[src/rtl/core/fptq_pkg.sv]
// ----------------------------------------------------------------------------
// fptq_pkg: shared types and constants of the path table query unit
// Holds the point, request and result types, the operation and status codes
// and the state types of the sequencer and the multiply-divide unit.
// ----------------------------------------------------------------------------
package fptq_pkg;

    // Table geometry.
    localparam int MAX_POINTS = 256;
    localparam int IDX_W      = $clog2(MAX_POINTS);
    localparam int CNT_W      = IDX_W + 1;

    // Number of bit steps in each phase of the multiply-divide unit.
    localparam int MD_STEPS = 33;
    localparam int MD_CNT_W = $clog2(MD_STEPS);

    typedef enum logic [1:0] {
        OP_APPEND = 2'd0,
        OP_CLEAR  = 2'd1,
        OP_EVAL   = 2'd2,
        OP_NEAR   = 2'd3
    } t_op;

    typedef enum logic [1:0] {
        ST_OK   = 2'd0,
        ST_FULL = 2'd1,
        ST_FEW  = 2'd2
    } t_status;

    typedef struct packed {
        logic signed [31:0] ddl;
        logic signed [31:0] dl;
        logic signed [31:0] l;
        logic signed [31:0] s;
    } t_point;

    typedef struct packed {
        t_op                op;
        logic signed [31:0] point_s;
        logic signed [31:0] point_l;
        logic signed [31:0] point_dl;
        logic signed [31:0] point_ddl;
        logic signed [31:0] query_s;
        logic signed [31:0] box_start_s;
        logic signed [31:0] box_end_s;
        logic signed [31:0] box_start_l;
        logic signed [31:0] box_end_l;
    } t_in_item;

    typedef struct packed {
        logic signed [31:0] out_s;
        logic signed [31:0] out_l;
        logic signed [31:0] out_dl;
        logic signed [31:0] out_ddl;
        t_status            status;
        logic [CNT_W-1:0]   point_count;
    } t_out_item;

    // Request and response of the multiply-divide unit.
    typedef struct packed {
        logic        start;
        logic [32:0] mag;
        logic [31:0] num;
        logic [31:0] den;
    } t_md_req;

    typedef struct packed {
        logic        done;
        logic [32:0] quot;
    } t_md_rsp;

    typedef enum logic [1:0] {
        MD_IDLE,
        MD_MUL,
        MD_DIV
    } t_md_phase;

    typedef enum logic [4:0] {
        S_IDLE,
        S_SRCH_A,
        S_SRCH_W,
        S_SRCH_B,
        S_SRCH_END,
        S_PT_W,
        S_PT_USE,
        S_EV_W0,
        S_EV_P0,
        S_EV_W1,
        S_EV_P1,
        S_EV_CHK,
        S_MD_GO,
        S_MD_WAIT,
        S_SCAN_A,
        S_SCAN_W,
        S_SCAN_B,
        S_OUT
    } t_state;

endpackage

[src/rtl/core/fptq_muldiv.sv]
// ----------------------------------------------------------------------------
// fptq_muldiv: bit-serial multiply then divide
// Computes floor(mag * num / den) with a shift-add multiply of 33 steps
// followed by a restoring divide of 33 steps. Requires num < den.
// ----------------------------------------------------------------------------
module fptq_muldiv import fptq_pkg::*; (
    input  logic    i_clk,
    input  logic    i_rst_n,
    input  t_md_req i_req,
    output t_md_rsp o_rsp
);

    t_md_phase           r_phase, n_phase;
    logic                r_done, n_done;
    logic [MD_CNT_W-1:0] r_cnt, n_cnt;
    logic [32:0]         r_mag, n_mag;
    logic [31:0]         r_num, n_num;
    logic [31:0]         r_den, n_den;
    logic [64:0]         r_prod, n_prod;
    logic [31:0]         r_rem, n_rem;
    logic [32:0]         r_quot, n_quot;

    logic                last;
    logic [64:0]         sum;
    logic [32:0]         trial;
    logic                fits;

    assign last  = (r_cnt == MD_CNT_W'(MD_STEPS - 1));
    assign sum   = {r_prod[63:0], 1'b0} + (r_mag[32] ? {33'd0, r_num} : 65'd0);
    assign trial = {r_rem, r_quot[32]};
    assign fits  = (trial >= {1'b0, r_den});

    // Control registers.
    always_ff @(posedge i_clk) begin
        if (!i_rst_n) begin
            r_phase <= MD_IDLE;
            r_done  <= 1'b0;
        end else begin
            r_phase <= n_phase;
            r_done  <= n_done;
        end
    end

    // Datapath registers.
    always_ff @(posedge i_clk) begin
        r_cnt  <= n_cnt;
        r_mag  <= n_mag;
        r_num  <= n_num;
        r_den  <= n_den;
        r_prod <= n_prod;
        r_rem  <= n_rem;
        r_quot <= n_quot;
    end

    // Phase sequencing.
    always_comb begin
        n_phase = r_phase;
        unique case (r_phase)
            MD_IDLE: if (i_req.start) n_phase = MD_MUL;
            MD_MUL:  if (last) n_phase = MD_DIV;
            MD_DIV:  if (last) n_phase = MD_IDLE;
            default: n_phase = MD_IDLE;
        endcase
    end

    // One multiply or divide step per cycle.
    always_comb begin
        n_done = 1'b0;
        n_cnt  = r_cnt;
        n_mag  = r_mag;
        n_num  = r_num;
        n_den  = r_den;
        n_prod = r_prod;
        n_rem  = r_rem;
        n_quot = r_quot;
        unique case (r_phase)
            MD_IDLE: begin
                if (i_req.start) begin
                    n_cnt  = '0;
                    n_mag  = i_req.mag;
                    n_num  = i_req.num;
                    n_den  = i_req.den;
                    n_prod = '0;
                end
            end
            MD_MUL: begin
                n_prod = sum;
                n_mag  = {r_mag[31:0], 1'b0};
                n_cnt  = r_cnt + 1'b1;
                if (last) begin
                    // The upper part is below den, so it seeds the remainder.
                    n_cnt  = '0;
                    n_rem  = sum[64:33];
                    n_quot = sum[32:0];
                end
            end
            MD_DIV: begin
                n_rem  = fits ? 32'(trial - {1'b0, r_den}) : trial[31:0];
                n_quot = {r_quot[31:0], fits};
                n_cnt  = r_cnt + 1'b1;
                n_done = last;
            end
            default: n_cnt = r_cnt;
        endcase
    end

    assign o_rsp.done = r_done;
    assign o_rsp.quot = r_quot;

endmodule

[config.mk]
export PLATFORM = sky130hd
export DESIGN_NAME = fptq_muldiv
export DESIGN_NICKNAME = d
export VERILOG_FILES = /design/src/rtl/core/fptq_pkg.sv /design/src/rtl/core/fptq_muldiv.sv
export SDC_FILE = /design/constraint.sdc
export NUM_CORES = 1
export LEC_CHECK = 0
export ABC_CLOCK_PERIOD_IN_PS = 9400
export BUFFER_PORTS_ARGS = -buffer_cell sky130_fd_sc_hd__buf_2
export CAP_MARGIN = 40
export CORE_ASPECT_RATIO = 1.5
export CORE_UTILIZATION = 55
export DETAILED_ROUTE_END_ITERATION = 8
export PLACE_DENSITY = 0.87
export REMOVE_ABC_BUFFERS = 1
export SLEW_MARGIN = 15
export SYNTH_ARGS = -nofsm -noshare
export SYNTH_HDL_FRONTEND = slang
export SYNTH_SLANG_ARGS = --single-unit
[constraint.sdc]
create_clock -name i_clk -period 9.4 [get_ports i_clk]
set_input_delay 0.94 -clock i_clk [delete_from_list [all_inputs] [get_ports i_clk]]
set_output_delay 0.94 -clock i_clk [all_outputs]
set_load 0.02 [all_outputs]
* Word-level counts from Yosys, hierarchy flattened
Cells that the tools add are included.
Cells by class: reductions and logical operators 10, add/subtract/negate cells 3, equal/unequal tests 6, $lt $le $gt $ge 1, muxes and demuxes 17
Operators by type and width (number):
- $pmux W33 S2 | 2
- $pmux W64 S2 | 1
- $mux W32 | 3
- $mux W33 | 2
- $add A65 B32 Y65 | 1
- $mux W64 | 1
- $pmux W32 S2 | 1
- $ge A33 B32 Y1 | 1
- $sub A32 B32 Y32 | 1
- $pmux W6 S3 | 1
- $mux W6 | 2
- $reduce_and A2 Y1 | 5
- $add A6 B1 Y6 const B | 1
- $eq A6 B6 Y1 const B | 1
- $mux W2 | 3
- $ne A2 B2 Y1 const B | 3
- $pmux W2 S3 | 1
- $reduce_bool A2 Y1 | 2
- $reduce_and A3 Y1 | 1
- $reduce_bool A3 Y1 | 1
- $eq A2 B1 Y1 const B | 1
- $eq A2 B2 Y1 const B | 1
- $logic_not A2 Y1 | 1
Storage, ports and cells: bits in registers 235, bits of input ports 100, output and inout port bits 34

* Depth between registers and ports, before layout
word-level depth 4, depth in mapped cells 14, mapped depth without buffers 13

* Least setup slack after synthesis
OpenSTA, ideal clock, no wires.
path kind reg-to-reg, start reg r_phase[1], end reg r_mag[0] (enable), clock period less this slack 8.519 ns, arrival 7.833 ns, setup slack 0.881 ns, cell stages (with the launch flop) 7, cell sequence dfxtp_1 > inv_1 > ha_1 > clkbuf_1 > inv_2 > clkbuf_1 > o21ai_0
Between the ends: longest elaborated chain between the ends 3, elaborated cells between the ends (all ways) 5, classes of those cells 2 x eq/ne; 3 x reduce/logical
RTL lines:
- from (decl) | RTL line fptq_muldiv.sv:13 | t_md_phase r_phase, n_phase;
- from (signal assigned) | RTL line fptq_muldiv.sv:39 | r_phase <= n_phase;
- $eq A2 B1 Y1 / $logic_not A2 Y1 (equally long branches) | RTL line fptq_muldiv.sv:76 | unique case (r_phase)
- $reduce_bool A2 Y1 (no source line) / $ne A2 B2 Y1 (equally long branches)
- $reduce_and A2 Y1 (no source line) (*)
- to (signal assigned) | RTL line fptq_muldiv.sv:47 | r_mag <= n_mag;
- to (decl) | RTL line fptq_muldiv.sv:16 | logic [32:0] r_mag, n_mag;
Every way passes the cells marked *; elsewhere a longest branch is shown, timed or not. A chain may end at the register's enable or synchronous reset.

* Worst setup path after layout
start reg r_mag[32], end reg r_rem[14] (data pin)
Between the ends: longest elaborated chain between the ends 4
RTL lines:
- $mux W32 | RTL line fptq_muldiv.sv:29 | assign sum = {r_prod[63:0], 1'b0} + (r_mag[32] ? {33'd0, r_num} : 65'd0);
- $add A65 B32 Y65 | RTL line fptq_muldiv.sv:29
- $mux W32 | RTL line fptq_muldiv.sv:90 | if (last) begin
- $pmux W32 S2 | RTL line fptq_muldiv.sv:76
- net n_rem[14] | RTL line fptq_muldiv.sv:20 | logic [31:0] r_rem, n_rem;
- to (signal assigned) | RTL line fptq_muldiv.sv:51 | r_rem <= n_rem;
- to (decl) | RTL line fptq_muldiv.sv:20
The timed path passes the listed nets, and every way through them passes these cells. The select of a mux whose other input is x is not followed.

==> metrics.md <==
| Metric | Value |
|---|---|
| Die H | 193.4 µm |
| Yosys cell types | 68 |
| CTS buffer count | 24 |
| Cells after Synth | 1,202 |
| Resize count post-CTS | 0 |
| Pre-Repair DR Iteration Count | 5 |
| Crit path required time | 9680 ps |
| Layout area overhead | 13.52% |
| Most common cell after layout, fill and taps aside | edfxtp_1 |
| Yosys Warn Count | 0 |
| Worst-case clock skew | 15.73 ps |
| Post-Route Utilization | 64.01% |
| Sequential area share after synthesis | 52.30% |
| RSZ-0062 raised after global routing | no |
| GRT Total Usage | 24.32% |
| Post-layout power | 3748 µW |
| EDFF count, synth | 232 |
| DPL Wire Length | 21,510 µm |
| Syn Area/Cell | 11.18 µm² |
| DP Area | 14,420 µm² |
| Placed cells | 1,614 |
| Die area | 25,070 µm² |
| Drt via density | 5.904 |
| CTS tree | yes |
| Global-route wire length before repair | 48,200 µm |
| Clock buffer depth | 3 |
| Setup bufs post-CTS | 0 |
| Share of the synthesized area in the top cell type | 51.85% |
| Multi-input gate area | 5991 µm² |
| Worst endpoint data arrival time | 4500 ps |
| Synth Flop Type | edfxtp_1 |
| Lkg Pwr | 0.006072 µW |
| Layout cells sized above 1 | 18.57% |
| Clk slew on worst S/H paths | 60 ps |
| Synth Register Bits | 235 |
| Fin crit period | 4218 ps |
| Reg area | 7027 µm² |
| Min-delay src | r_phase[0]$_SDFFE_PN0P_ |
| Reg2Reg Launch Point | r_mag[32]$_DFFE_PP_ |
| Largest area contributor in the netlist | edfxtp_1 |
| Maximum capacitance violations | 0 |
| Gr ovfl total | 0 |
| CP Capture Type | register |
| Fmax achieved | 0.2371 GHz |
| Setup tns final | 0 ps |
| Vias post-DR | 9,801 |
| Clock tree root driver cell | clkbuf_16 |
| Gpl congestion | 0.9178 |
| DRT iter0 DRCs | 749 |
| Worst vdd ir | 196.9 µV |
| CORE AREA | 23,830 µm² |
| Detailed Route WL | 30,490 µm |
| Input/output buffers | 133 |
| Fin crit share | 44.88% |
| Worst skew pair latency | 530 ps |
| Core Rows | 69 |
| Worst relative slew slack | 38.67% |
| Clock sinks | 235 |
| Die extent in x | 129.6 µm |
| Synthesized area | 13,440 µm² |
| Largest net degree at the start of global routing | 81 |
| DR WL/cell | 18.37 µm |
| Final net count | 1,493 |
| Most frequent cells in the layout | edfxtp_1 (232), buf_2 (133), nand2_1 (97), nor2_1 (97), a21oi_1 (75) |
| Startpoint class of the critical path | register |
| CTS Hold Buffers Added | 0 |
| Final instance area | 15,250 µm² |
| Crit path launch | r_mag[32]$_DFFE_PP_ |
| Worst hold-check path type | reg -> reg |
| Initial antenna violation count | 0 |
| Diodes inserted | 0 |
| Slew Viols, Final | 0 |
| Routed Antenna Nets | 0 |
| Setup Crit Path Kind | reg -> reg |
| Post-Layout Cell Count | 1,660 |
| Final Setup Violations | 0 |
| Vias in the first global route | 9,823 |
| Outcome | finished, final reports clean |
| Worst slew pin tran | 920.0 ps |
| Post-synth ARST share | 0% |
| Max FO, Critical Path | 32 |
| IO Pins | 134 |
| Starting Density | 56.39% |
| Remaining DRCs | 0 |
| Htree depth | 1 |
| Hold Vio Cnt, Final | 0 |
| Synth top area cells | edfxtp_1 (52%), ha_1 (6.3%), mux2i_1 (3.5%) |
| # fillers | 1,881 |
| P per Cell Area | 245.7 nW/µm² |
[logic make-up (layout without fill, tap and decap cells)]
group | count (synthesis) | count (layout) | synth area share [%]
xor+xnor | 90 | 90 | 5.866
buf+inv | 111 | 250 | 3.334
simple gates | 347 | 347 | 12.50
flops | 235 | 235 | 52.30
compound gates | 264 | 264 | 12.69
fa+ha+maj | 70 | 70 | 6.630
mux | 85 | 85 | 6.686
[cells in the mapped netlist (4+ instances only)]
master,count
buf_2,7
buf_4,4
clkbuf_1,36
ha_1,68
edfxtp_1,232
nor2_1,97
a31oi_1,10
nor4_1,7
nand2b_1,9
o22ai_1,4
nor3_1,11
a22oi_1,5
mux2_2,38
a211oi_1,8
mux2i_1,47
o21ai_0,72
nand4_1,18
a211o_1,5
nand3_1,25
a21o_1,32
a21oi_1,75
and2_1,40
o21bai_1,11
nor2b_1,7
nand2_1,97
and3_1,18
xor2_1,40
xnor2_1,50
inv_1,60
o21a_1,7
[through the flow]
step / setup WS, ps / hold WS (ps)
floorplan: -284.7 / 464.9
global placement: 5384 / 495.7
detailed placement: 5217 / 518.1
CTS: 5201 / 535.1
global route: 4959 / 562.1
finish: 5182 / 534.0
[layer usage]
layer	global-route usage [%]	up-vias	wire, µm
li1	-	4651	-
met1	27.15	4746	11410
met2	45.49	323	16510
met3	2.848	81	1358
met4	10.34	0	1208
met5	0	-	0
[flip-flops by register name, indices dropped and copies added (netlist names)]
name     count
r_prod      64
r_done       1
r_phase      2
r_quot      33
r_num       32
r_den       32
r_cnt        6
r_rem       32
r_mag       33
[area by class of cell]
type / instances / share of cell area (%)
clock inverters: 19 / 1.034
multi-input cells: 856 / 39.27
clock buffers: 25 / 4.101
well taps: 319 / 2.617
flip-flops and latches: 235 / 46.07
inverters: 62 / 1.526
repair buffers: 144 / 5.381
[power by group]
part / leakage, µW / internal, µW / switching (µW)
clock network: 0.000376 / 541 / 408
registers: 0.00225 / 1440 / 101
logic: 0.00344 / 489 / 766
total: 0.00607 / 2470 / 1270
[worst paths after layout]
kind         slack [ps]                 endpoint  depth (start not counted)
max                5180      r_rem[14]$_DFFE_PP_                         12
min                 530  r_phase[0]$_SDFFE_PN0P_                          2
min reg2reg         530  r_phase[0]$_SDFFE_PN0P_                          2
max reg2reg        5180      r_rem[14]$_DFFE_PP_                         12
[worst max-delay path, cell delays in order, from the launching register on]
cell       delay (ps)
edfxtp_1          770
and2_1            310
ha_1              210
fa_1              430
a211oi_1          260
o21bai_1          140
a211o_1           370
o2111ai_1         290
nand3_1           220
a31oi_2           420
nor2_1            120
xor2_1            170
mux2_2            270
Note: power is estimated with default switching activity, not from simulation.
